==> config.mk <==
export PLATFORM = sky130hd
export DESIGN_NAME = partition_fit_allocator
export DESIGN_NICKNAME = d
export VERILOG_FILES = /design/src/rtl/core/pfa_pkg.sv /design/src/rtl/core/pfa_ram.sv /design/src/rtl/core/pfa_ctrl.sv /design/src/rtl/core/pfa_dp.sv /design/src/rtl/core/partition_fit_allocator.sv
export SDC_FILE = /design/constraint.sdc
export NUM_CORES = 1
export LEC_CHECK = 0
export BUFFER_PORTS_ARGS = -buffer_cell sky130_fd_sc_hd__buf_2
export CAP_MARGIN = 20
export CORE_ASPECT_RATIO = 0.7
export CORE_UTILIZATION = 25
export CTS_BUF_LIST = sky130_fd_sc_hd__clkbuf_4
export DETAILED_ROUTE_END_ITERATION = 6
export GPL_TIMING_DRIVEN = 0
export PLACE_DENSITY = 0.48
export SLEW_MARGIN = 25
export SYNTH_ARGS = -nofsm -noshare
export SYNTH_HDL_FRONTEND = slang
export SYNTH_SLANG_ARGS = --single-unit
==> constraint.sdc <==
create_clock -name clock -period 13.3 [get_ports clock]
set_clock_uncertainty 0.1 [all_clocks]
set_input_delay 0.665 -clock clock [delete_from_list [all_inputs] [get_ports clock]]
set_output_delay 0.665 -clock clock [all_outputs]
set_load 0.02 [all_outputs]
==> src/rtl/core/pfa_pkg.sv <==
// Shared types and constants of the partition fit allocator.
package pfa_pkg;

   // Request operation codes
   localparam logic [1:0] OP_BEST    = 2'd0;
   localparam logic [1:0] OP_WORST   = 2'd1;
   localparam logic [1:0] OP_FIRST   = 2'd2;
   localparam logic [1:0] OP_REBUILD = 2'd3;

   // Register indexes of the configuration port
   localparam logic [2:0] REG_COUNT  = 3'd0;
   localparam logic [2:0] REG_SIZE_A = 3'd1;
   localparam logic [2:0] REG_SIZE_B = 3'd2;
   localparam logic [2:0] REG_SIZE_C = 3'd3;
   localparam logic [2:0] REG_SIZE_D = 3'd4;

   localparam int         INIT_SLOTS = 4;
   localparam logic [2:0] MAX_INIT   = 3'd4;
   localparam logic [2:0] RST_COUNT  = 3'd3;
   localparam logic [15:0] RST_SIZE [INIT_SLOTS] = '{16'd100, 16'd200, 16'd50, 16'd0};

   // Controller to datapath commands
   typedef struct packed {
      logic load_req;
      logic scan_run;
      logic shift_start;
      logic shift_run;
      logic wr_remain;
      logic grant;
      logic build_start;
      logic build_reset;
      logic build_run;
      logic load_rsp;
   } cmd_type;

   // Datapath to controller status
   typedef struct packed {
      logic scan_done;
      logic found;
      logic split;
      logic full;
      logic shift_done;
      logic build_done;
   } stat_type;

endpackage

==> src/rtl/core/pfa_ram.sv <==
// Generic single write port RAM with registered read.
module pfa_ram #(
   parameter int WIDTH = 20,
   parameter int DEPTH = 16
) (
   input  logic                     clock,
   input  logic                     wr_en,
   input  logic [$clog2(DEPTH)-1:0] wr_addr,
   input  logic [WIDTH-1:0]         wr_data,
   input  logic [$clog2(DEPTH)-1:0] rd_addr,
   output logic [WIDTH-1:0]         rd_data
);

   logic [WIDTH-1:0] mem_ff [DEPTH];
   logic [WIDTH-1:0] rd_data_ff;

   always_ff @(posedge clock) begin
      if (wr_en) begin
         mem_ff[wr_addr] <= wr_data;
      end
      rd_data_ff <= mem_ff[rd_addr];
   end

   assign rd_data = rd_data_ff;

endmodule

==> src/rtl/core/pfa_ctrl.sv <==
// Sequencing state machine of the partition fit allocator.
module pfa_ctrl (
   input  logic              clock,
   input  logic              reset,
   input  logic              req_valid,
   input  logic [1:0]        req_operation,
   input  logic              out_free,
   input  pfa_pkg::stat_type stat,
   output logic              req_stall,
   output pfa_pkg::cmd_type  cmd
);

   typedef enum logic [3:0] {
      ST_INIT, ST_IDLE, ST_BUILD, ST_SCAN, ST_DECIDE,
      ST_SHIFT, ST_FIX_REMAIN, ST_FIX_PICK, ST_DONE
   } state_type;

   state_type state_ff, state_in;
   logic      due_ff, due_in;
   logic      do_split;

   assign do_split  = stat.split && !stat.full;
   assign req_stall = (state_ff != ST_IDLE);

   always_comb begin
      state_in = state_ff;
      due_in   = due_ff;
      cmd      = '0;
      case (state_ff)
         ST_INIT: begin
            cmd.build_start = 1'b1;
            cmd.build_reset = 1'b1;
            due_in          = 1'b0;
            state_in        = ST_BUILD;
         end
         ST_IDLE: begin
            if (req_valid) begin
               cmd.load_req = 1'b1;
               if (req_operation == pfa_pkg::OP_REBUILD) begin
                  cmd.build_start = 1'b1;
                  due_in          = 1'b1;
                  state_in        = ST_BUILD;
               end else begin
                  state_in = ST_SCAN;
               end
            end
         end
         ST_BUILD: begin
            cmd.build_run = 1'b1;
            if (stat.build_done) begin
               state_in = due_ff ? ST_DONE : ST_IDLE;
            end
         end
         ST_SCAN: begin
            cmd.scan_run = 1'b1;
            if (stat.scan_done) begin
               state_in = ST_DECIDE;
            end
         end
         ST_DECIDE: begin
            if (!stat.found) begin
               state_in = ST_DONE;
            end else if (do_split) begin
               cmd.shift_start = 1'b1;
               state_in        = ST_SHIFT;
            end else begin
               cmd.grant = 1'b1;
               state_in  = ST_DONE;
            end
         end
         ST_SHIFT: begin
            cmd.shift_run = 1'b1;
            if (stat.shift_done) begin
               state_in = ST_FIX_REMAIN;
            end
         end
         ST_FIX_REMAIN: begin
            cmd.wr_remain = 1'b1;
            state_in      = ST_FIX_PICK;
         end
         ST_FIX_PICK: begin
            cmd.grant = 1'b1;
            state_in  = ST_DONE;
         end
         ST_DONE: begin
            if (out_free) begin
               cmd.load_rsp = 1'b1;
               state_in     = ST_IDLE;
            end
         end
         default: begin
            state_in = ST_INIT;
         end
      endcase
   end

   always_ff @(posedge clock) begin
      if (reset) begin
         state_ff <= ST_INIT;
         due_ff   <= 1'b0;
      end else begin
         state_ff <= state_in;
         due_ff   <= due_in;
      end
   end

endmodule

==> src/rtl/core/pfa_dp.sv <==
// Partition table datapath: scan, insert shift, build and result registers.
module pfa_dp #(
   parameter int MAX_ENTRIES = 16,
   parameter int SIZE_BITS   = 16
) (
   input  logic              clock,
   input  logic              reset,
   input  pfa_pkg::cmd_type  cmd,
   output pfa_pkg::stat_type stat,
   input  logic [1:0]        req_operation,
   input  logic [15:0]       req_process_tag,
   input  logic [15:0]       req_request_size,
   input  logic [2:0]        cfg_count,
   input  logic [15:0]       cfg_size [pfa_pkg::INIT_SLOTS],
   output logic              res_granted,
   output logic [2:0]        res_partition_number,
   output logic [15:0]       res_process_echo,
   output logic [15:0]       res_granted_amount,
   output logic              res_unsplit_full
);

   localparam int IDX_W  = $clog2(MAX_ENTRIES);
   localparam int TOT_W  = $clog2(MAX_ENTRIES + 1);
   localparam int WORD_W = SIZE_BITS + 4;

   // Request
   logic [1:0]           op_ff, op_in;
   logic [15:0]          tag_ff, tag_in;
   logic [SIZE_BITS-1:0] req_ff, req_in;
   logic [TOT_W-1:0]     total_ff, total_in;
   // Scan
   logic [TOT_W-1:0]     scan_ptr_ff, scan_ptr_in;
   logic                 eval_v_ff, eval_v_in;
   logic [IDX_W-1:0]     eval_idx_ff, eval_idx_in;
   logic                 found_ff, found_in;
   logic [IDX_W-1:0]     pick_ff, pick_in;
   logic [SIZE_BITS-1:0] pick_left_ff, pick_left_in;
   logic [SIZE_BITS-1:0] pick_size_ff, pick_size_in;
   logic [2:0]           pick_label_ff, pick_label_in;
   // Shift
   logic [TOT_W-1:0]     shift_ptr_ff, shift_ptr_in;
   logic                 sh_v_ff, sh_v_in;
   logic [IDX_W-1:0]     sh_dst_ff, sh_dst_in;
   // Build
   logic [2:0]           build_ptr_ff, build_ptr_in;
   logic [2:0]           build_n_ff, build_n_in;
   logic                 build_rst_ff, build_rst_in;
   // Result
   logic                 res_granted_ff, res_granted_in;
   logic [2:0]           res_number_ff, res_number_in;
   logic [15:0]          res_amount_ff, res_amount_in;
   logic                 res_unsplit_ff, res_unsplit_in;

   // Table memory
   logic                 wr_en;
   logic [IDX_W-1:0]     wr_addr, rd_addr;
   logic [WORD_W-1:0]    wr_data, rd_data;

   logic                 rd_used;
   logic [2:0]           rd_label;
   logic [SIZE_BITS-1:0] rd_size, left;
   logic                 fits, take;
   logic [SIZE_BITS+15:0] req_wide, build_wide, amt_wide;
   logic [15:0]          build_src;
   logic [2:0]           count_src, count_sat;
   logic [TOT_W-1:0]     pick_next, shift_m1;
   logic                 split, full, more_shift;
   logic [SIZE_BITS-1:0] grant_amount;

   pfa_ram #(.WIDTH(WORD_W), .DEPTH(MAX_ENTRIES)) u_table (
      .clock   (clock),
      .wr_en   (wr_en),
      .wr_addr (wr_addr),
      .wr_data (wr_data),
      .rd_addr (rd_addr),
      .rd_data (rd_data)
   );

   assign rd_used  = rd_data[WORD_W-1];
   assign rd_label = rd_data[WORD_W-2 -: 3];
   assign rd_size  = rd_data[SIZE_BITS-1:0];
   assign left     = rd_size - req_ff;
   assign fits     = !rd_used && (rd_size >= req_ff);
   assign take     = !found_ff
                     || ((op_ff == pfa_pkg::OP_BEST)  && (left < pick_left_ff))
                     || ((op_ff == pfa_pkg::OP_WORST) && (left > pick_left_ff));

   assign split      = pick_size_ff > req_ff;
   assign full       = (total_ff == TOT_W'(MAX_ENTRIES));
   assign pick_next  = TOT_W'(pick_ff) + TOT_W'(1);
   assign shift_m1   = shift_ptr_ff - TOT_W'(1);
   assign more_shift = shift_ptr_ff > pick_next;

   assign req_wide     = {{SIZE_BITS{1'b0}}, req_request_size};
   assign build_src    = build_rst_ff ? pfa_pkg::RST_SIZE[build_ptr_ff[1:0]]
                                      : cfg_size[build_ptr_ff[1:0]];
   assign build_wide   = {{SIZE_BITS{1'b0}}, build_src};
   assign count_src    = cmd.build_reset ? pfa_pkg::RST_COUNT : cfg_count;
   assign count_sat    = (count_src > pfa_pkg::MAX_INIT) ? pfa_pkg::MAX_INIT : count_src;
   assign grant_amount = (split && !full) ? req_ff : pick_size_ff;
   assign amt_wide     = {16'd0, grant_amount};

   always_comb begin
      op_in          = op_ff;
      tag_in         = tag_ff;
      req_in         = req_ff;
      total_in       = total_ff;
      scan_ptr_in    = scan_ptr_ff;
      eval_v_in      = 1'b0;
      eval_idx_in    = eval_idx_ff;
      found_in       = found_ff;
      pick_in        = pick_ff;
      pick_left_in   = pick_left_ff;
      pick_size_in   = pick_size_ff;
      pick_label_in  = pick_label_ff;
      shift_ptr_in   = shift_ptr_ff;
      sh_v_in        = 1'b0;
      sh_dst_in      = sh_dst_ff;
      build_ptr_in   = build_ptr_ff;
      build_n_in     = build_n_ff;
      build_rst_in   = build_rst_ff;
      res_granted_in = res_granted_ff;
      res_number_in  = res_number_ff;
      res_amount_in  = res_amount_ff;
      res_unsplit_in = res_unsplit_ff;
      wr_en          = 1'b0;
      wr_addr        = '0;
      wr_data        = '0;
      rd_addr        = scan_ptr_ff[IDX_W-1:0];

      if (cmd.load_req) begin
         op_in          = req_operation;
         tag_in         = req_process_tag;
         req_in         = req_wide[SIZE_BITS-1:0];
         scan_ptr_in    = '0;
         found_in       = 1'b0;
         res_granted_in = 1'b0;
         res_number_in  = '0;
         res_amount_in  = '0;
         res_unsplit_in = 1'b0;
      end

      // Read one entry a cycle; judge it when its data returns
      if (cmd.scan_run && (scan_ptr_ff != total_ff)) begin
         eval_v_in   = 1'b1;
         eval_idx_in = scan_ptr_ff[IDX_W-1:0];
         scan_ptr_in = scan_ptr_ff + TOT_W'(1);
      end
      if (eval_v_ff && fits && take) begin
         found_in      = 1'b1;
         pick_in       = eval_idx_ff;
         pick_left_in  = left;
         pick_size_in  = rd_size;
         pick_label_in = rd_label;
      end

      // Move entries up by one, top first
      if (cmd.shift_start) begin
         shift_ptr_in = total_ff;
      end
      if (cmd.shift_run && more_shift) begin
         rd_addr      = shift_m1[IDX_W-1:0];
         sh_v_in      = 1'b1;
         sh_dst_in    = shift_ptr_ff[IDX_W-1:0];
         shift_ptr_in = shift_m1;
      end
      if (sh_v_ff) begin
         wr_en   = 1'b1;
         wr_addr = sh_dst_ff;
         wr_data = rd_data;
      end

      if (cmd.wr_remain) begin
         wr_en   = 1'b1;
         wr_addr = pick_next[IDX_W-1:0];
         wr_data = {1'b0, pick_label_ff, pick_size_ff - req_ff};
      end

      if (cmd.grant) begin
         wr_en          = 1'b1;
         wr_addr        = pick_ff;
         wr_data        = {1'b1, pick_label_ff, grant_amount};
         res_granted_in = 1'b1;
         res_number_in  = pick_label_ff;
         res_amount_in  = amt_wide[15:0];
         if (split && !full) begin
            total_in = total_ff + TOT_W'(1);
         end else begin
            res_unsplit_in = split;
         end
      end

      if (cmd.build_start) begin
         build_ptr_in = '0;
         build_n_in   = count_sat;
         build_rst_in = cmd.build_reset;
         total_in     = TOT_W'(count_sat);
      end
      if (cmd.build_run && (build_ptr_ff != build_n_ff)) begin
         wr_en        = 1'b1;
         wr_addr      = IDX_W'(build_ptr_ff[1:0]);
         wr_data      = {1'b0, build_ptr_ff + 3'd1, build_wide[SIZE_BITS-1:0]};
         build_ptr_in = build_ptr_ff + 3'd1;
      end
   end

   always_ff @(posedge clock) begin
      if (reset) begin
         total_ff     <= '0;
         scan_ptr_ff  <= '0;
         eval_v_ff    <= 1'b0;
         found_ff     <= 1'b0;
         sh_v_ff      <= 1'b0;
         shift_ptr_ff <= '0;
         build_ptr_ff <= '0;
         build_n_ff   <= '0;
         build_rst_ff <= 1'b1;
      end else begin
         total_ff     <= total_in;
         scan_ptr_ff  <= scan_ptr_in;
         eval_v_ff    <= eval_v_in;
         found_ff     <= found_in;
         sh_v_ff      <= sh_v_in;
         shift_ptr_ff <= shift_ptr_in;
         build_ptr_ff <= build_ptr_in;
         build_n_ff   <= build_n_in;
         build_rst_ff <= build_rst_in;
      end
   end

   always_ff @(posedge clock) begin
      op_ff          <= op_in;
      tag_ff         <= tag_in;
      req_ff         <= req_in;
      eval_idx_ff    <= eval_idx_in;
      pick_ff        <= pick_in;
      pick_left_ff   <= pick_left_in;
      pick_size_ff   <= pick_size_in;
      pick_label_ff  <= pick_label_in;
      sh_dst_ff      <= sh_dst_in;
      res_granted_ff <= res_granted_in;
      res_number_ff  <= res_number_in;
      res_amount_ff  <= res_amount_in;
      res_unsplit_ff <= res_unsplit_in;
   end

   assign stat.scan_done  = (scan_ptr_ff == total_ff) && !eval_v_ff;
   assign stat.found      = found_ff;
   assign stat.split      = split;
   assign stat.full       = full;
   assign stat.shift_done = !more_shift && !sh_v_ff;
   assign stat.build_done = (build_ptr_ff == build_n_ff);

   assign res_granted          = res_granted_ff;
   assign res_partition_number = res_number_ff;
   assign res_process_echo     = tag_ff;
   assign res_granted_amount   = res_amount_ff;
   assign res_unsplit_full     = res_unsplit_ff;

endmodule

==> src/rtl/core/partition_fit_allocator.sv <==
// Top level of the partition fit allocator: register file, output register, core.
//
// Usage
//  - Request channel (req_*): operation (best, worst or first fit, or rebuild),
//    process tag and requested size. A transfer happens when req_valid is high
//    and req_stall is low; the block takes one request at a time.
//  - Result channel (rsp_*): exactly one result per request, held in an output
//    register until the receiver takes it. While rsp_stall is high the result
//    holds; the block may already take the next request meanwhile.
//  - APB-style register port at byte addresses 0 (initial count) and 4..16
//    (initial sizes a..d). Writes take effect at the next rebuild.
// Sequence, n = entries in the table
//  - Fit request: a scan of the n entries (one table read per cycle through the
//    single read port), a decision, and on a split a shift of the entries above
//    the chosen one up by one plus two writes (remainder, then chosen entry);
//    last the result is loaded into the output register once that is free.
//  - Rebuild: one table write per configured entry, then the result is loaded.
// Reset: synchronous. The table is built from the reset configuration in a
//  pass (start, three writes, finish); req_stall stays high until done.
module partition_fit_allocator #(
   parameter int MAX_ENTRIES = 16,
   parameter int SIZE_BITS   = 16
) (
   input  logic        clock,
   input  logic        reset,
   // Request channel
   input  logic        req_valid,
   output logic        req_stall,
   input  logic [1:0]  req_operation,
   input  logic [15:0] req_process_tag,
   input  logic [15:0] req_request_size,
   // Result channel
   output logic        rsp_valid,
   input  logic        rsp_stall,
   output logic        rsp_granted,
   output logic [2:0]  rsp_partition_number,
   output logic [15:0] rsp_process_echo,
   output logic [15:0] rsp_granted_amount,
   output logic        rsp_unsplit_full,
   // Register port
   input  logic        psel,
   input  logic        penable,
   input  logic        pwrite,
   input  logic [4:0]  paddr,
   input  logic [31:0] pwdata,
   output logic [31:0] prdata,
   output logic        pready
);

   pfa_pkg::cmd_type  cmd;
   pfa_pkg::stat_type stat;

   // Configuration registers
   logic [2:0]  count_ff, count_in;
   logic [15:0] size_ff [pfa_pkg::INIT_SLOTS];
   logic [15:0] size_in [pfa_pkg::INIT_SLOTS];
   logic        cfg_wr;
   logic [2:0]  cfg_idx;

   // Output register
   logic        rsp_valid_ff, rsp_valid_in;
   logic        out_granted_ff;
   logic [2:0]  out_number_ff;
   logic [15:0] out_echo_ff;
   logic [15:0] out_amount_ff;
   logic        out_unsplit_ff;
   logic        out_free;

   logic        res_granted;
   logic [2:0]  res_partition_number;
   logic [15:0] res_process_echo;
   logic [15:0] res_granted_amount;
   logic        res_unsplit_full;

   assign pready  = 1'b1;
   assign cfg_wr  = psel && penable && pwrite;
   assign cfg_idx = paddr[4:2];

   // Register writes: an index beyond the list is dropped
   always_comb begin
      count_in = count_ff;
      size_in  = size_ff;
      if (cfg_wr) begin
         case (cfg_idx)
            pfa_pkg::REG_COUNT:  count_in   = pwdata[2:0];
            pfa_pkg::REG_SIZE_A: size_in[0] = pwdata[15:0];
            pfa_pkg::REG_SIZE_B: size_in[1] = pwdata[15:0];
            pfa_pkg::REG_SIZE_C: size_in[2] = pwdata[15:0];
            pfa_pkg::REG_SIZE_D: size_in[3] = pwdata[15:0];
            default: ;
         endcase
      end
   end

   always_comb begin
      case (cfg_idx)
         pfa_pkg::REG_COUNT:  prdata = {29'd0, count_ff};
         pfa_pkg::REG_SIZE_A: prdata = {16'd0, size_ff[0]};
         pfa_pkg::REG_SIZE_B: prdata = {16'd0, size_ff[1]};
         pfa_pkg::REG_SIZE_C: prdata = {16'd0, size_ff[2]};
         pfa_pkg::REG_SIZE_D: prdata = {16'd0, size_ff[3]};
         default:             prdata = '0;
      endcase
   end

   always_ff @(posedge clock) begin
      if (reset) begin
         count_ff <= pfa_pkg::RST_COUNT;
         size_ff  <= pfa_pkg::RST_SIZE;
      end else begin
         count_ff <= count_in;
         size_ff  <= size_in;
      end
   end

   // The output slot is free when empty or when its transfer completes now
   assign out_free     = !rsp_valid_ff || !rsp_stall;
   assign rsp_valid_in = cmd.load_rsp || (rsp_valid_ff && rsp_stall);

   always_ff @(posedge clock) begin
      if (reset) begin
         rsp_valid_ff <= 1'b0;
      end else begin
         rsp_valid_ff <= rsp_valid_in;
      end
   end

   always_ff @(posedge clock) begin
      if (cmd.load_rsp) begin
         out_granted_ff <= res_granted;
         out_number_ff  <= res_partition_number;
         out_echo_ff    <= res_process_echo;
         out_amount_ff  <= res_granted_amount;
         out_unsplit_ff <= res_unsplit_full;
      end
   end

   pfa_ctrl u_ctrl (
      .clock         (clock),
      .reset         (reset),
      .req_valid     (req_valid),
      .req_operation (req_operation),
      .out_free      (out_free),
      .stat          (stat),
      .req_stall     (req_stall),
      .cmd           (cmd)
   );

   pfa_dp #(.MAX_ENTRIES(MAX_ENTRIES), .SIZE_BITS(SIZE_BITS)) u_dp (
      .clock                (clock),
      .reset                (reset),
      .cmd                  (cmd),
      .stat                 (stat),
      .req_operation        (req_operation),
      .req_process_tag      (req_process_tag),
      .req_request_size     (req_request_size),
      .cfg_count            (count_ff),
      .cfg_size             (size_ff),
      .res_granted          (res_granted),
      .res_partition_number (res_partition_number),
      .res_process_echo     (res_process_echo),
      .res_granted_amount   (res_granted_amount),
      .res_unsplit_full     (res_unsplit_full)
   );

   assign rsp_valid            = rsp_valid_ff;
   assign rsp_granted          = out_granted_ff;
   assign rsp_partition_number = out_number_ff;
   assign rsp_process_echo     = out_echo_ff;
   assign rsp_granted_amount   = out_amount_ff;
   assign rsp_unsplit_full     = out_unsplit_ff;

endmodule

Word level (Yosys, flattened, before mapping) --
Memory sizes are Yosys's and may differ from the RTL's. A register that Yosys moved wholly into a read port is not among the register bits. Index checks and enable logic that the tools add are counted.
Storage, ports and cells: register bits after elaboration 237, RAM bits 320, bits of input ports 78, output and inout port bits 72, memories kept 1
Memories:
- u_dp.u_table.mem_ff | words 16, bits a word 20, read ports 1, clocked after Yosys merged registers in 1, wr ports 1, RTL line pfa_ram.sv:14 | logic [WIDTH-1:0] mem_ff [DEPTH];
Operators by class: $add $sub $neg 7, $lt $le $gt $ge 7, eq/ne operators 26, muxes and demuxes 77, bitwise gates (word level) 1, reductions and logical operators 47
Operators with widths (number):
- 16-bit two-way mux | 8
- 20-bit two-way mux | 4
- 16-bit one-hot mux with 5 select lines | 1
- 16-bit binary-select mux with 2-bit select | 2
- 4-bit two-way mux | 13
- 4-bit one-hot mux with 9 select lines | 1
- 16-bit greater-than comparator | 2
- 1-bit two-way mux | 32
- 16-bit subtractor | 2
- 3-bit two-way mux | 9
- 5-bit two-way mux | 4
- 4-bit by 3-bit == test with 1-bit output, second input constant | 4
- 16-bit >= comparator | 1
- 16-bit < comparator | 1
- 2-bit nonzero test | 8
- 1-bit logical AND | 14
- 2-bit AND reduction | 7
- 5-bit by 1-bit adder with 5-bit output, second input constant | 2
- 2-bit inequality test, second input constant | 5
- 4-bit by 2-bit == test with 1-bit output, second input constant | 2
- 1-bit zero test | 8
- 3-bit by 2-bit == test with 1-bit output, second input constant | 2
- 1-bit one-hot mux with 2 select lines | 3
- 4-bit by 1-bit adder with 5-bit output, second input constant | 1
- other kinds (26) | 29

Logic depth before layout (Yosys ltp) --
Gate-level depths: netlist of the first run.
depth after elaboration 10, depth in mapped cells 19

Cells and area by module --
From an unflattened synthesis of the first run, not the netlist that was laid out.
Second synthesis, totals: cell total of the unflattened synthesis 1812, area, all modules 25562.0 µm²
Modules (own cells, without submodules):
- pfa_ram | times used 1, cells an instance 533, area each 12530.8 µm², seq. area each 10009.6 µm²
- pfa_dp | times used 1, cells an instance 779, area each 8001.4 µm², seq. area each 3543.4 µm²
- partition_fit_allocator | times used 1, cells an instance 427, area each 4513.1 µm², seq. area each 2472.4 µm²
- pfa_ctrl | times used 1, cells an instance 73, area each 516.7 µm², seq. area each 100.1 µm²

Worst setup path after synthesis of the first run --
Ideal clock, no wire load.
path kind register to register, from register u_dp.req_ff[0], to memory u_dp.u_table.mem_ff[15][0], enable pin, setup time 0.448 ns, arrival time 4.299 ns, required time 12.752 ns, setup slack 8.453 ns, cell stages (with the launch flop) 11, path buffers 1, clock period less this slack 4.847 ns, cells stage by stage edfxtp_1 ha_1 fa_1 nand2b_1 a21o_1 a21oi_2 a211oi_2 buf_2 o21ai_1 nand2_1 nor4_1
On the way: cells in the longest elaborated chain, start to end 9
RTL lines:
- from (decl) | RTL line pfa_dp.sv:29 | logic [SIZE_BITS-1:0] req_ff, req_in;
- from (signal assigned) | RTL line pfa_dp.sv:234 | req_ff <= req_in;
- 16-bit greater-than comparator (*) | RTL line pfa_dp.sv:88 | assign split = pick_size_ff > req_ff;
- 1-bit logical AND (*) | RTL line pfa_ctrl.sv:22 | assign do_split = stat.split && !stat.full;
- 1-bit two-way mux (*) | RTL line pfa_ctrl.sv:63 | end else if (do_split) begin
- 1-bit two-way mux (*) | RTL line pfa_ctrl.sv:61 | if (!stat.found) begin
- 1-bit one-hot mux with 2 select lines (*) | RTL line pfa_ctrl.sv:29 | case (state_ff)
- 1-bit two-way mux | RTL line pfa_dp.sv:179 | if (cmd.grant) begin
- 1-bit two-way mux | RTL line pfa_dp.sv:199 | if (cmd.build_run && (build_ptr_ff != build_n_ff)) begin
- 1-bit two-way mux | RTL line pfa_ram.sv:18 | if (wr_en) begin
- 1-bit two-way mux (not written as such) | RTL line pfa_ram.sv:19 | mem_ff[wr_addr] <= wr_data;
- to (decl) | RTL line pfa_ram.sv:14
Mark *: on every way between the ends. The rest lies on a longest branch, timed or not.

Final worst setup path of the first run --
from register u_dp.req_ff[0], to register u_dp.pick_ff[0], enable pin
On the way: cells in the longest elaborated chain, start to end 6
RTL lines:
- 16-bit subtractor (*) | RTL line pfa_dp.sv:82 | assign left = rd_size - req_ff;
- via u_dp.left[14] | RTL line pfa_dp.sv:61 | logic [SIZE_BITS-1:0] rd_size, left;
- 16-bit < comparator | RTL line pfa_dp.sv:85 | || ((op_ff == pfa_pkg::OP_BEST) && (left < pick_left_ff))
- 1-bit logical AND | RTL line pfa_dp.sv:85
- 1-bit logical OR | RTL line pfa_dp.sv:85
- 1-bit logical OR (*) | RTL line pfa_dp.sv:86 | || ((op_ff == pfa_pkg::OP_WORST) && (left > pick_left_ff));
- 1-bit logical AND (*) | RTL line pfa_dp.sv:149 | if (eval_v_ff && fits && take) begin
- to (signal assigned) | RTL line pfa_dp.sv:236 | pick_ff <= pick_in;
- to (decl) | RTL line pfa_dp.sv:36 | logic [IDX_W-1:0] pick_ff, pick_in;
The timed path passes the listed nets; every way through them passes the cells marked *. A chain may end at the register's enable or synchronous reset.

==> results of run 1 <==
## power breakdown
part | internal, W | leakage, nW | switching (W)
clock network | 0.000816 | 1.13 | 0.000757
logic | 0.000340 | 4.64 | 0.000718
registers | 0.00220 | 5.19 | 0.0000719
total | 0.00335 | 11.0 | 0.00155
## final timing paths
path	start	to	slack [ns]
max	u_dp.req_ff[0]$_DFFE_PP_	u_dp.pick_ff[0]$_DFFE_PP_	8.09
min	penable	size_ff[55]$_SDFFE_PP0P_	0.11
max reg2reg	u_dp.req_ff[0]$_DFFE_PP_	u_dp.pick_ff[0]$_DFFE_PP_	8.09
min reg2reg	u_dp.res_granted$_SDFFE_PP1P_	rsp_granted$_DFFE_PP_	0.29
## layer usage
metal / vias to the layer above / track usage
met3: 98 / 0.0374
met1: 9314 / 0.247
met5: - / 0
li1: 8414 / -
met4: 0 / 0.0425
met2: 689 / 0.216
## critical path: cells and delay by family (launching register included)
family / cells / cell delay (ns)
buf+inv: 3 / 0.78
simple gates: 3 / 0.26
flops: 1 / 0.50
compound gates: 8 / 2.30
fa+ha+maj: 3 / 0.79
xor+xnor: 1 / 0.16
## layout make-up
| cell class | instances | area (µm²) | share of cell area |
|---|---|---|---|
| inverters | 70 | 263 | 0.00840 |
| clock buffers | 213 | 1600 | 0.0511 |
| plain buffers | 119 | 588 | 0.0188 |
| diodes | 7 | 17.5 | 0.000560 |
| repair buffers | 229 | 1680 | 0.0537 |
| well taps | 1336 | 1670 | 0.0535 |
| clock inverters | 44 | 309 | 0.00988 |
| multi-input cells | 1250 | 9020 | 0.288 |
| flip-flops and latches | 577 | 16100 | 0.516 |
## cell usage after synthesis, types with 13 or more instances
master,instances
inv_1,68
nand3b_1,16
mux2i_1,53
a21o_1,13
dfxtp_1,120
buf_4,21
nand2b_1,15
a31oi_1,36
o22a_1,19
o21ai_0,47
nand3_1,23
clkbuf_1,74
nor3_1,33
a22oi_1,79
nor2_1,70
mux2_1,60
nand2_1,227
xnor2_1,25
xor2_1,14
ha_1,62
mux4_2,15
buf_2,14
nor2b_1,14
a21oi_1,145
mux2_2,76
nand4_1,38
edfxtp_1,457
## logic make-up (layout without fill, tap and decap cells)
logic type	after synthesis	after routing
buf+inv	189	675
compound gates	432	432
simple gates	493	493
mux	205	205
flops	577	577
fa+ha+maj	64	64
other cells	2	24
xor+xnor	39	39
## through the flow
stage / hold slack (ns) / util / area (µm²) / cells / worst slack [ns]
2_1_floorplan: 0.300 / - / 25700 / 2016 / 8.45
3_3_place_gp: 0.300 / 0.277 / 28000 / 3463 / 5.40
3_5_place_dp: 0.306 / 0.285 / 28800 / 3524 / 8.01
4_1_cts: 0.0101 / 0.309 / 31200 / 3837 / 7.97
5_1_grt: 0.114 / 0.310 / 31300 / 3842 / 7.54
6_report: 0.107 / 0.310 / 31300 / 3845 / 8.09
## state kept, by name, indices dropped and copies added (netlist names), 5 cells and up
signal and cells:
u_dp.res_process_echo 16, u_dp.req_ff 16, u_dp.u_table.rd_data 20, u_dp.u_table.mem_ff 320, u_dp.total_ff 5, u_dp.shift_ptr_ff 5
rsp_process_echo 16, u_dp.pick_size_ff 16, u_dp.res_granted_amount 16, size_ff 64, rsp_granted_amount 16, u_dp.scan_ptr_ff 5
u_dp.pick_left_ff 16
## repair_timing
action	CTS	global route
endpoints found under the setup margin	0	0
endpoints found under the hold margin	107	0
hold buffers	56	0
==> results.json, run 1 <==
{
  "status": "completed",
  "crit_path_start_kind": "register",
  "fillCellCount": 10300,
  "final_common_cell": "edfxtp_1",
  "hold_violations": 0,
  "whs_path_depth": 5,
  "synthTopCellsByArea": "edfxtp_1, dfxtp_1, mux2_2",
  "antenna_left": 0,
  "clock_sinks": 577,
  "yosysTopAreaCell": "edfxtp_1",
  "finalCritPeriodShare": 0.392,
  "synth_top_family_by_area": "compound AO/OA/AOI/OAI gates",
  "crit_arrival_ns": 5.80,
  "synth_edf_count": 457,
  "cts_setup_buffers": 0,
  "track_usage": 0.159,
  "grt_max_degree": 30,
  "initial_core_util": 0.254,
  "vdd_drop_max_v": 0.0000684,
  "met1_length_um": 41700,
  "holdCritPathClass": "input port to register",
  "dr.pass1.iters": 5,
  "vias": 18500,
  "wl_met2_um": 34100,
  "syn_area_um2": 25700,
  "setup_tns_ns": 0,
  "synth_fa_ha_area_frac": 0.0318,
  "cts_buffers": 145,
  "yosysWarnings": 0,
  "synth_compound_area_frac": 0.109,
  "grt_overflow": 0,
  "rr_worst_depth": 18,
  "rows": 97,
  "worstMarginPinSlew_ns": 1.03,
  "setup_viol": 0,
  "fmax_mhz": 192,
  "synth-seq-cells": 577,
  "path_clk_slew_ns": 0.06,
  "rsz0062_at_grt": "false",
  "root_buffer": "clkbuf_4",
  "gp_congestion": 0.933,
  "syn_inst": 2001,
  "io_buffers": 111,
  "max_stage_delay_ns": 0.50,
  "worst-path-max-fanout": 20,
  "synth_xor_area_frac": 0.0133,
  "yosysUniqueCellTypes": 81,
  "post_cts_resized": 0,
  "drt_iter0_drc": 1824,
  "wire_per_inst_um": 21.7,
  "clkLatencyLatePin_ns": 1.06,
  "clockBufferDepth": 3,
  "async_flop_share": 0,
  "worstSetupEndpointType": "register",
  "worstPathRequired_ns": 13.89,
  "synthSimpleGateAreaFrac": 0.0910,
  "cpMostUsedCell": "ha_1",
  "slew_headroom": 0.314,
  "leakagePower_nw": 11.0,
  "cts_tree": "done",
  "ys_seq_area_frac": 0.628,
  "netlist.area_leader.share": 0.534,
  "fin_total_pwr_w": 0.00490,
  "die_x_um": 385,
  "period_needed_ns": 5.21,
  "ios": 150,
  "crit_chain": "ha_1, inv_1, fa_1, nand2_1, a21oi_1, o221ai_1, o31ai_1, o21a_1, nor2_1, xnor2_1, ha_1, nand4_1, a2111oi_0, o21ai_0, a41oi_1, o31ai_2, inv_2, buf_12",
  "coreArea_um2": 101000,
  "hpwl_um": 61400,
  "via_per_inst": 4.82,
  "synth_mux_area_frac": 0.0939,
  "cap_violations": 0,
  "remaining_drc_errors": 0,
  "final_cell_mix": "edfxtp_1, nand2_1, clkbuf_4, a21oi_1, buf_2",
  "grt_antenna_before_repair": 3,
  "slew_violations": 0,
  "fin_nets": 2534,
  "cpMaxStageDelayCell": "edfxtp_1",
  "power_density_nw_per_um2": 157,
  "grt_first_pass_wirelength_um": 122000,
  "die_h_um": 270,
  "drt_wl_total_um": 83600,
  "routed.top_layer": "met4",
  "htreeDepth": 4,
  "avgSynthCellArea_um2": 12.8,
  "die_area_um2": 104000,
  "grt_pass1_vias": 18400,
  "drive_gt1_frac": 0.239,
  "ys.flop_type": "edfxtp_1",
  "area_growth_pct": 21.7,
  "worstSetupPathType": "register to register",
  "wl_met3_um": 6630
}
No activity file was read; power rests on OpenSTA's default activity.
==> inputs of run 2 (changes only) <==
==> constraint.sdc (replaced) <==
create_clock -name clock -period 4.9 [get_ports clock]
set_clock_uncertainty 0.1 [all_clocks]
set_input_delay 0.245 -clock clock [delete_from_list [all_inputs] [get_ports clock]]
set_output_delay 0.245 -clock clock [all_outputs]
set_load 0.02 [all_outputs]
==> run 2 against run 1 <==
  * First-iteration DRC count increased by 2.4%
  * Combinational power grew to 2.8 times the previous value
  * Wire length rose by 1.2%
  * Power increased to 2.7 times the previous value
  * Critical path depth fell by 6
  * Critical path type unchanged
  * Largest cell class unchanged
  * Sequential share of layout area decreased by 1.2 points
  * Design area grew 2.4%
==> results.json, run 2 (synthesis gave the netlist of run 1 again) <==
{
  "seq_area_um2": 16100,
  "grt_antenna_before_repair": 2,
  "rows": 97,
  "slew_violations": 0,
  "io_buffers": 111,
  "remaining_drc_errors": 0,
  "fmax_mhz": 212,
  "worstPathRequired_ns": 5.56,
  "drt_iter0_drc": 1868,
  "worst-path-max-fanout": 10,
  "grt_first_pass_wirelength_um": 123000,
  "hold_violations": 0,
  "multi_input_area_um2": 9120,
  "rsz0062_at_grt": "false",
  "leakagePower_nw": 11.3,
  "status": "completed",
  "grt_overflow": 0,
  "clkLatencyLatePin_ns": 1.04,
  "antenna_left": 0,
  "slew_headroom": 0.324,
  "setup_ws_ns": 0.182,
  "worstSetupEndpointType": "register",
  "die_x_um": 385,
  "drive_gt1_frac": 0.239,
  "period_needed_ns": 4.72,
  "cap_violations": 0,
  "finalCritPeriodShare": 0.963,
  "rr_worst_depth": 12,
  "die_h_um": 270,
  "setup_viol": 0,
  "fin_nets": 2599,
  "whs_path_depth": 2,
  "fin_total_pwr_w": 0.0134,
  "via_per_inst": 4.82,
  "fillCellCount": 10200,
  "coreArea_um2": 101000,
  "wire_per_inst_um": 21.6,
  "htreeDepth": 4,
  "grt_max_degree": 30,
  "hpwl_um": 61400,
  "initial_core_util": 0.254,
  "root_buffer": "clkbuf_4",
  "final_core_util": 0.317,
  "area_growth_pct": 24.7,
  "clock_sinks": 577,
  "max_flop_register": "u_dp.u_table.mem_ff",
  "cts_tree": "done",
  "vias": 18900,
  "dr.pass1.iters": 5,
  "final_cell_mix": "edfxtp_1, nand2_1, clkbuf_4, a21oi_1, buf_2",
  "gp_congestion": 0.933,
  "drt_wl_total_um": 84600,
  "worstMarginPinSlew_ns": 1.01,
  "ios": 150,
  "track_usage": 0.160,
  "power_density_nw_per_um2": 419,
  "pre_cts_ws_ns": -0.392,
  "holdCritPathClass": "input port to register",
  "worstSetupPathType": "register to register",
  "final_common_cell": "edfxtp_1",
  "largest_register_ffs": 320,
  "crit_path_start_kind": "register",
  "crit_arrival_ns": 5.38,
  "holdPathEnd": "u_dp.op_ff[0]$_DFFE_PP_",
  "r2r_setup_slack_ns": 0.18,
  "cts_buffers": 145,
  "die_area_um2": 104000,
  "min-delay-start": "req_operation[0]",
  "r2r_end": "u_dp.u_table.rd_data[11]$_DFF_P_",
  "vdd_drop_max_v": 0.000183,
  "r2r_start": "u_dp.pick_ff[0]$_DFFE_PP_",
  "clockBufferDepth": 3,
  "grt_pass1_vias": 18700,
  "path_clk_slew_ns": 0.06
}
[run 2: cell count changes in the layout (fill, tap and decap cells not counted), moves of 2 or more]
cell | before | now
nor3_2 | 15 | 13
a221oi_1 | 7 | 5
buf_4 | 53 | 56
o31ai_1 | 4 | 2
dlygate4sd3_1 | 56 | 117
[run 2: stage by stage]
| step | setup TNS [ns] | cells | area, µm² | hold WS [ns] |
|---|---|---|---|---|
| finish | 0 | 3911 | 32000 | 0.132 |
| CTS | 0 | 3899 | 31900 | 0.0306 |
| global placement | -682.66 | 3463 | 28000 | 0.300 |
| floorplan | 0 | 2016 | 25700 | 0.244 |
| global route | 0 | 3906 | 32000 | 0.0786 |
| detailed placement | -10.79 | 3524 | 28800 | 0.306 |
[run 2: critical path, cell delays in order (launching register included)]
cell and delay [ns]:
edfxtp_1 0.53, ha_1 0.29, xnor2_1 0.27, ha_1 0.29
and3_1 0.21, a31oi_1 0.16, a21bo_2 0.25, inv_2 0.07
mux2i_2 0.66, clkbuf_1 0.60, mux2_2 0.41, a22oi_1 0.30
nand4_1 0.35
[run 2: final cells by class]
class | instances | area share
diodes | 8 | 0.000625
inverters | 70 | 0.00863
flip-flops and latches | 577 | 0.503
clock buffers | 213 | 0.0499
repair inverters | 1 | 0.000195
plain buffers | 119 | 0.0184
multi-input cells | 1250 | 0.285
repair buffers | 293 | 0.0722
clock inverters | 44 | 0.00965
well taps | 1336 | 0.0522
[run 2: power breakdown]
group	internal [W]	switching (W)
combinational	0.000985	0.00201
clock	0.00221	0.00206
sequential	0.00596	0.000198
[run 2: layer usage]
| metal | part of all wire | GRT usage |
|---|---|---|
| met1 | 0.50 | 0.247 |
| met2 | 0.41 | 0.218 |
| met3 | 0.076 | 0.0405 |
| met4 | 0.013 | 0.0411 |
| met5 | 0 | 0 |
[run 2: worst max path at each step]
stage,start,endpoint,slack (ns)
3_3_place_gp,u_dp.req_ff[0]$_DFFE_PP_,u_dp.u_table.mem_ff[7][4]$_DFFE_PP_,-3.00
5_1_grt,u_dp.pick_ff[0]$_DFFE_PP_,u_dp.u_table.rd_data[10]$_DFF_P_,0.02
3_5_place_dp,u_dp.req_ff[0]$_DFFE_PP_,u_dp.pick_ff[0]$_DFFE_PP_,-0.39
6_report,u_dp.pick_ff[0]$_DFFE_PP_,u_dp.u_table.rd_data[11]$_DFF_P_,0.18
2_1_floorplan,u_dp.req_ff[0]$_DFFE_PP_,u_dp.u_table.mem_ff[15][0]$_DFFE_PP_,0.05
4_1_cts,u_dp.req_ff[0]$_DFFE_PP_,u_dp.pick_ff[0]$_DFFE_PP_,0.10
[run 2: what timing repair did]
| item | in CTS | in global routing |
|---|---|---|
| buffers inserted | 0 | 3 |
| endpoints found under the setup margin | 39 | 52 |
| cloned | 1 | 0 |
| hold buffers | 117 | 0 |
| resized for setup | 9 | 16 |
| endpoints found under the hold margin | 170 | 0 |
| pin swaps | 0 | 5 |
